==> src/sv/slt_pkg.sv <==
// Shared types and codes for the sorted list table.
package slt_pkg;

  localparam int DATA_W = 32;
  localparam int FILL_W = 5;

  // Operation codes
  localparam logic [1:0] OP_INSERT = 2'd0;
  localparam logic [1:0] OP_DELETE = 2'd1;
  localparam logic [1:0] OP_DUMP   = 2'd2;

  // Result status codes
  localparam logic [1:0] ST_OK        = 2'd0;
  localparam logic [1:0] ST_FULL      = 2'd1;
  localparam logic [1:0] ST_NOT_FOUND = 2'd2;
  localparam logic [1:0] ST_EMPTY     = 2'd3;

  typedef logic [1:0]               op_t;
  typedef logic [1:0]               status_t;
  typedef logic signed [DATA_W-1:0] data_t;
  typedef logic [FILL_W-1:0]        fill_t;

  // One result item
  typedef struct packed {
    status_t status;
    data_t   entry;
    fill_t   fill;
    logic    last;
  } res_t;

  // Flags from the shared compare unit
  typedef struct packed {
    logic lt;
    logic eq;
  } cmp_t;

endpackage

==> src/sv/sorted_list_table.sv <==
// Sorted list table top level: sequencer, table memory, compare unit, result register.
// Insert walks down from the top of the stored entries, one entry at a time.
// Delete walks every stored entry; dump emits each stored entry in order.
// Full, empty and unused-op cases answer without a table walk. One item at a time; the
// compare unit and the single memory read port set the per-entry pace.
// Reset clears the count and control; table contents are undefined, no clearing pass.
module sorted_list_table #(
  parameter int CAPACITY = 16
) (
  input  logic             clk,
  input  logic             rst_n,
  input  logic             in_valid,
  output logic             in_stall,
  input  slt_pkg::op_t     in_op,
  input  slt_pkg::data_t   in_value,
  output logic             out_valid,
  input  logic             out_stall,
  output slt_pkg::status_t out_status,
  output slt_pkg::data_t   out_entry,
  output slt_pkg::fill_t   out_fill,
  output logic             out_last
);
  import slt_pkg::*;

  localparam int AW = (CAPACITY > 1) ? $clog2(CAPACITY) : 1;
  localparam int CW = $clog2(CAPACITY + 1);

  typedef enum logic [2:0] {
    S_IDLE,
    S_INS_RD,
    S_INS_CHK,
    S_DEL_RD,
    S_DEL_CHK,
    S_DMP_RD,
    S_DMP_EMIT,
    S_RESP
  } state_t;

  state_t          state_r, state_nxt;
  data_t           val_r, val_nxt;
  logic [CW-1:0]   count_r, count_nxt;
  logic [CW-1:0]   idx_r, idx_nxt;
  logic            found_r, found_nxt;
  status_t         stat_r, stat_nxt;
  logic            out_valid_r, out_valid_nxt;
  res_t            res_r, res_nxt;

  logic [CW-1:0]   idx_m1;
  logic [CW-1:0]   idx_p1;
  logic            ofree;
  logic            accept;

  logic            ram_wr_en;
  logic [AW-1:0]   ram_wr_addr;
  data_t           ram_wr_data;
  logic [AW-1:0]   ram_rd_addr;
  data_t           ram_rd_data;
  cmp_t            cmp;

  slt_ram #(
    .DEPTH (CAPACITY),
    .AW    (AW)
  ) u_ram (
    .clk     (clk),
    .wr_en   (ram_wr_en),
    .wr_addr (ram_wr_addr),
    .wr_data (ram_wr_data),
    .rd_addr (ram_rd_addr),
    .rd_data (ram_rd_data)
  );

  slt_cmp u_cmp (
    .a     (ram_rd_data),
    .b     (val_r),
    .flags (cmp)
  );

  assign idx_m1   = idx_r - CW'(1);
  assign idx_p1   = idx_r + CW'(1);
  assign ofree    = !out_valid_r || !out_stall;
  assign in_stall = (state_r != S_IDLE);
  assign accept   = in_valid && !in_stall;

  // Sequencer next state, memory control and result loading
  always_comb begin
    state_nxt     = state_r;
    val_nxt       = val_r;
    count_nxt     = count_r;
    idx_nxt       = idx_r;
    found_nxt     = found_r;
    stat_nxt      = stat_r;
    out_valid_nxt = out_valid_r && out_stall;
    res_nxt       = res_r;
    ram_wr_en     = 1'b0;
    ram_wr_addr   = idx_r[AW-1:0];
    ram_wr_data   = val_r;
    ram_rd_addr   = idx_r[AW-1:0];

    unique case (state_r)
      S_IDLE: begin
        if (accept) begin
          val_nxt   = in_value;
          found_nxt = 1'b0;
          stat_nxt  = ST_OK;
          unique case (in_op)
            OP_INSERT: begin
              if (count_r >= CW'(CAPACITY)) begin
                stat_nxt  = ST_FULL;
                state_nxt = S_RESP;
              end else begin
                idx_nxt   = count_r;
                state_nxt = S_INS_RD;
              end
            end
            OP_DELETE: begin
              idx_nxt = '0;
              if (count_r == '0) begin
                stat_nxt  = ST_EMPTY;
                state_nxt = S_RESP;
              end else begin
                state_nxt = S_DEL_RD;
              end
            end
            OP_DUMP: begin
              idx_nxt = '0;
              if (count_r == '0) begin
                stat_nxt  = ST_EMPTY;
                state_nxt = S_RESP;
              end else begin
                state_nxt = S_DMP_RD;
              end
            end
            default: begin
              state_nxt = S_RESP;
            end
          endcase
        end
      end

      // Insert: read the entry below the hole, or drop the value at the bottom
      S_INS_RD: begin
        ram_rd_addr = idx_m1[AW-1:0];
        if (idx_r == '0) begin
          ram_wr_en = 1'b1;
          count_nxt = count_r + CW'(1);
          state_nxt = S_RESP;
        end else begin
          state_nxt = S_INS_CHK;
        end
      end

      // Insert: smaller entry below stops the walk, otherwise move it up
      S_INS_CHK: begin
        ram_rd_addr = idx_m1[AW-1:0];
        ram_wr_en   = 1'b1;
        if (cmp.lt) begin
          count_nxt = count_r + CW'(1);
          state_nxt = S_RESP;
        end else begin
          ram_wr_data = ram_rd_data;
          idx_nxt     = idx_m1;
          state_nxt   = S_INS_RD;
        end
      end

      S_DEL_RD: begin
        state_nxt = S_DEL_CHK;
      end

      // Delete: find the first match, then pull each later entry down by one
      S_DEL_CHK: begin
        ram_wr_addr = idx_m1[AW-1:0];
        ram_wr_data = ram_rd_data;
        ram_wr_en   = found_r;
        found_nxt   = found_r || cmp.eq;
        if (idx_p1 == count_r) begin
          if (found_r || cmp.eq) begin
            count_nxt = count_r - CW'(1);
          end else begin
            stat_nxt = ST_NOT_FOUND;
          end
          state_nxt = S_RESP;
        end else begin
          idx_nxt   = idx_p1;
          state_nxt = S_DEL_RD;
        end
      end

      S_DMP_RD: begin
        state_nxt = S_DMP_EMIT;
      end

      // Dump: hand each entry to the result register when it is free
      S_DMP_EMIT: begin
        if (ofree) begin
          out_valid_nxt = 1'b1;
          res_nxt.status = ST_OK;
          res_nxt.entry  = ram_rd_data;
          res_nxt.fill   = FILL_W'(count_r);
          res_nxt.last   = (idx_p1 == count_r);
          if (idx_p1 == count_r) begin
            state_nxt = S_IDLE;
          end else begin
            idx_nxt   = idx_p1;
            state_nxt = S_DMP_RD;
          end
        end
      end

      // Single result for insert, delete, empty dump and unused op
      S_RESP: begin
        if (ofree) begin
          out_valid_nxt  = 1'b1;
          res_nxt.status = stat_r;
          res_nxt.entry  = '0;
          res_nxt.fill   = FILL_W'(count_r);
          res_nxt.last   = 1'b1;
          state_nxt      = S_IDLE;
        end
      end

      default: begin
        state_nxt = S_IDLE;
      end
    endcase
  end

  // State, counters and result register
  always_ff @(posedge clk) begin
    if (!rst_n) begin
      state_r     <= S_IDLE;
      count_r     <= '0;
      out_valid_r <= 1'b0;
    end else begin
      state_r     <= state_nxt;
      count_r     <= count_nxt;
      out_valid_r <= out_valid_nxt;
    end
    val_r   <= val_nxt;
    idx_r   <= idx_nxt;
    found_r <= found_nxt;
    stat_r  <= stat_nxt;
    res_r   <= res_nxt;
  end

  assign out_valid  = out_valid_r;
  assign out_status = res_r.status;
  assign out_entry  = res_r.entry;
  assign out_fill   = res_r.fill;
  assign out_last   = res_r.last;

endmodule

==> src/sv/slt_ram.sv <==
// Table storage: one write port, one read port with registered read data.
module slt_ram #(
  parameter int DEPTH = 16,
  parameter int AW    = 4
) (
  input  logic              clk,
  input  logic              wr_en,
  input  logic [AW-1:0]     wr_addr,
  input  slt_pkg::data_t    wr_data,
  input  logic [AW-1:0]     rd_addr,
  output slt_pkg::data_t    rd_data
);
  import slt_pkg::*;

  data_t mem [DEPTH];
  data_t rd_data_r;

  // Write and registered read
  always_ff @(posedge clk) begin
    if (wr_en) begin
      mem[wr_addr] <= wr_data;
    end
    rd_data_r <= mem[rd_addr];
  end

  assign rd_data = rd_data_r;

endmodule

==> src/sv/slt_cmp.sv <==
// Shared signed compare unit: less-than and equal of a stored value against the key.
module slt_cmp (
  input  slt_pkg::data_t a,
  input  slt_pkg::data_t b,
  output slt_pkg::cmp_t  flags
);
  import slt_pkg::*;

  always_comb begin
    flags.lt = (a < b);
    flags.eq = (a == b);
  end

endmodule
==> config.mk <==
export PLATFORM = sky130hd
export DESIGN_NAME = sorted_list_table
export DESIGN_NICKNAME = d
export VERILOG_FILES = /design/src/sv/slt_pkg.sv /design/src/sv/sorted_list_table.sv /design/src/sv/slt_ram.sv /design/src/sv/slt_cmp.sv
export SDC_FILE = /design/constraint.sdc
export NUM_CORES = 1
export LEC_CHECK = 0
export BUFFER_PORTS_ARGS = -buffer_cell sky130_fd_sc_hd__buf_2
export CAP_MARGIN = 15
export CORE_MARGIN = 10
export CORE_UTILIZATION = 45
export DETAILED_ROUTE_END_ITERATION = 6
export MAX_ROUTING_LAYER = met4
export PLACE_DENSITY_LB_ADDON = 0.05
export SYNTH_ARGS = -nofsm -noshare
export SYNTH_HDL_FRONTEND = slang
export SYNTH_HIERARCHICAL = 1
export SYNTH_SLANG_ARGS = --single-unit
export TNS_END_PERCENT = 100
==> constraint.sdc <==
create_clock -name clk -period 11.6 [get_ports clk]
set_clock_uncertainty 0.2 [all_clocks]
set_input_delay 1.16 -clock clk [delete_from_list [all_inputs] [get_ports clk]]
set_output_delay 1.16 -clock clk [all_outputs]
set_load 0.02 [all_outputs]
==> flow_summary.toml <==
[outcome]
status = "completed"

[cts]
clkTransAtPathRegs_ns = 0.06
cts-root-buf = "clkbuf_16"
postCtsHoldBufs = 0
clock_tree.buffer_depth = 3
clk_latency_ns = 0.59
cts_tree = "built"
clkSinkCount = 633
tritoncts.num_buffers = 69
post_cts_sizing_count = 0
h-tree-depth = 3
post_cts_buffers = 0

[drt]
vias = 12500
vias_per_cell = 5.68
detail_route.first_pass.iterations = 5
routed_wirelength_um = 61500
ant_nets = 0
first_iter_violations = 875
drc_errors = 0
routed_wire_length_per_instance_um = 27.9

[synth]
netlist_instances = 1290
syn_avg_cell_area_um2 = 19.4
synth_top_flop_cell = "edfxtp_1"
synth_async_sr_flop_share_pct = 0
synth_warnings = 6
number_of_storage_elements_in_the_synthesis_netlist = 633
seq_area_frac_synth_pct = 74.2
synth_edf_count = 592
ys_types = 68
synthesis.nets = 1371
synthesis.area_um2 = 25100

[critical_path]
critPathArrivalTime_ns = 4.38
worstPathMaxFanout = 32
critical_path_required_ns = 11.70
crit_path_end_kind = "flip-flop"
critical_path.startpoint_type = "flip-flop"
timing_worst_setup_path_type = "reg2reg"

[die]
io_pins = 80
overall_die_area_um2 = 65500
core_footprint_um2 = 55100
dieWidth_um = 256
die_height_um = 256
initial_utilization_pct = 45.5
num_rows = 86

[sta]
grt_setup_unrepaired = "no"
relSlewSlack_pct = 35.8
setup-violations-final = 0
setup_total_neg_slack_ns = 0
finalWorstPathRequiredPeriod_ns = 4.28
timing.final.hold_violations = 0
slew_viol_final = 0
max_freq_mhz = 234
timing.final.ws_setup_ns = 7.32
tightestPinTransition_ns = 0.953
post-route-period-util_pct = 36.9

[power]
power.static_leakage_uw = 0.00949
worst_ir_drop_vdd_uv = 332
powerDensity_nw_per_um2 = 296

[grt]
grt.overflow.total = 0
grtUsageTotal_pct = 19.4
grt_max_degree = 129
wire_length_of_the_first_global_routing_pass_um = 90100
grt_pass1_vias = 13200
grt_antenna_before_repair = 0

[cells_and_area]
drive_above_1_share_pct = 27.5
stdcell_count = 2205
insertedDiodeCount = 0
flow.area_growth_from_synthesis_pct = 14.1
postLayoutCoreUtil_pct = 51.9
finalNetCount = 1489

[worst_hold_path]
worst_hold_path_type = "reg2reg"

[placed_design]
dpl.cell_count = 2085
gp_routability_congestion = 0.755
post-place-ws_ns = 7.26
port_buffers = 79
post-dp-hpwl_um = 30700

[run]
cap_violations = 0
## cell type report
| class | count | area (µm²) |
|---|---|---|
| Tap cell | 748 | 936 |
| Fill cell | 4466 | 26500 |
| Clock buffer | 97 | 1920 |
| Inverter | 45 | 169 |
| Clock inverter | 23 | 164 |
| Multi-Input combinational cell | 553 | 6180 |
| Timing Repair Buffer | 106 | 623 |
| Sequential cell | 633 | 18600 |
## layout by cell type, fill, tap and decap left out, types with 8 or more instances in the layout
cell type / synthesis / routed
a21oi_1: 26 / 25
a22oi_1: 66 / 66
and2_1: 33 / 32
buf_2: 10 / 79
buf_4: 12 / 25
clkbuf_1: 24 / 20
clkbuf_16: 0 / 70
clkinv_1: 0 / 12
dfxtp_1: 41 / 41
edfxtp_1: 592 / 592
ha_1: 42 / 42
inv_1: 44 / 44
mux2_2: 32 / 32
mux4_2: 128 / 128
nand2_1: 64 / 64
nand2b_1: 12 / 12
nand3_1: 10 / 9
nor2_1: 34 / 20
nor2_4: 0 / 14
o21ai_0: 9 / 8
xnor2_1: 11 / 10
## layer usage
layer  vias to the layer above  part of all wire, %  track usage [%]
met1                      6718                   43             24.7
met4                         0                  2.0             4.73
met3                        78                  4.2             3.38
met2                       291                   51             31.9
li1                       5442                    -                -
met5                         -                    0                -
## worst max-delay path, stage by stage (launching register included)
cell and delay, ns:
edfxtp_1 0.37, inv_1 0.05, ha_1 0.33, nand4_1 0.25, nor4_2 0.58, a21boi_2 0.24, o31a_1 0.24, o22ai_2 0.19
nand2b_1 0.24, a21oi_4 0.15, buf_4 0.56, mux2_2 0.54
## Yosys cell counts (2+ instances only)
library cell / n / area share (%)
nand2b_4: 2 / 0.11
o221ai_1: 2 / 0.070
o21ai_0: 9 / 0.18
nand3b_1: 2 / 0.060
ha_1: 42 / 2.1
and2_1: 33 / 0.82
xnor2_1: 11 / 0.38
nand4_1: 6 / 0.15
buf_2: 10 / 0.20
buf_4: 12 / 0.36
nand2_1: 64 / 0.96
nand3_1: 10 / 0.20
dfxtp_1: 41 / 3.3
nor3_1: 6 / 0.12
a21oi_1: 26 / 0.52
mux2i_1: 6 / 0.24
edfxtp_1: 592 / 71
a211oi_1: 6 / 0.18
a21oi_2: 2 / 0.070
o22ai_2: 2 / 0.10
buf_1: 10 / 0.15
clkbuf_1: 24 / 0.36
nor2_1: 34 / 0.51
inv_1: 44 / 0.66
xor2_1: 5 / 0.17
o211ai_1: 2 / 0.060
nor2b_1: 5 / 0.12
mux2_2: 32 / 1.4
nand2b_1: 12 / 0.30
mux4_2: 128 / 12
buf_6: 3 / 0.13
a211oi_2: 2 / 0.10
a21o_1: 4 / 0.12
a22oi_1: 66 / 2.0
o2bb2ai_1: 2 / 0.070
## cells by family after synthesis
group,Yosys count,share of synthesized area [%]
buffers and inverters,104,1.88
XOR/XNOR,18,0.689
flip-flops,633,74.2
adder cells (fa/ha/maj),43,2.18
multiplexers,166,13.2
AO/OA/AOI/OAI,139,4.02
AND/OR/NAND/NOR,187,3.85
## where the power goes
group | switching, µW | internal [µW]
Sequential | 160 | 3120
Clock | 846 | 1190
Combinational | 1830 | 1320
## registers in the layout (all words and copies together), names as in the netlist
register,count
idx_r,5
count_r,5
state_r,3
out_status,2
out_valid,1
u_ram/mem,512
u_ram/rd_data,32
stat_r,2
out_last,1
found_r,1
out_fill,5
val_r,32
out_entry,32
## worst paths after layout
| path | depth (start not counted) | start | end | slack, ns |
|---|---|---|---|---|
| worst min register to register | 2 | stat_r[0] | out_status[0] | 0.36 |
| worst max register to register | 11 | val_r[14] | u_ram/mem[9][17] | 7.32 |
| worst min-delay path | 2 | stat_r[0] | out_status[0] | 0.36 |
| worst max-delay path | 11 | val_r[14] | u_ram/mem[9][17] | 7.32 |
## stage by stage
stage,hold WS (ns),total power [µW],cell area [µm²]
detailed placement,0.349,6530,26500
finish,0.359,8470,28600
CTS,0.363,8590,28600
global placement,0.352,6530,26500
global route,0.394,8920,28600
floorplan,0.203,5600,25100
Power figures use the tool's default switching activity.
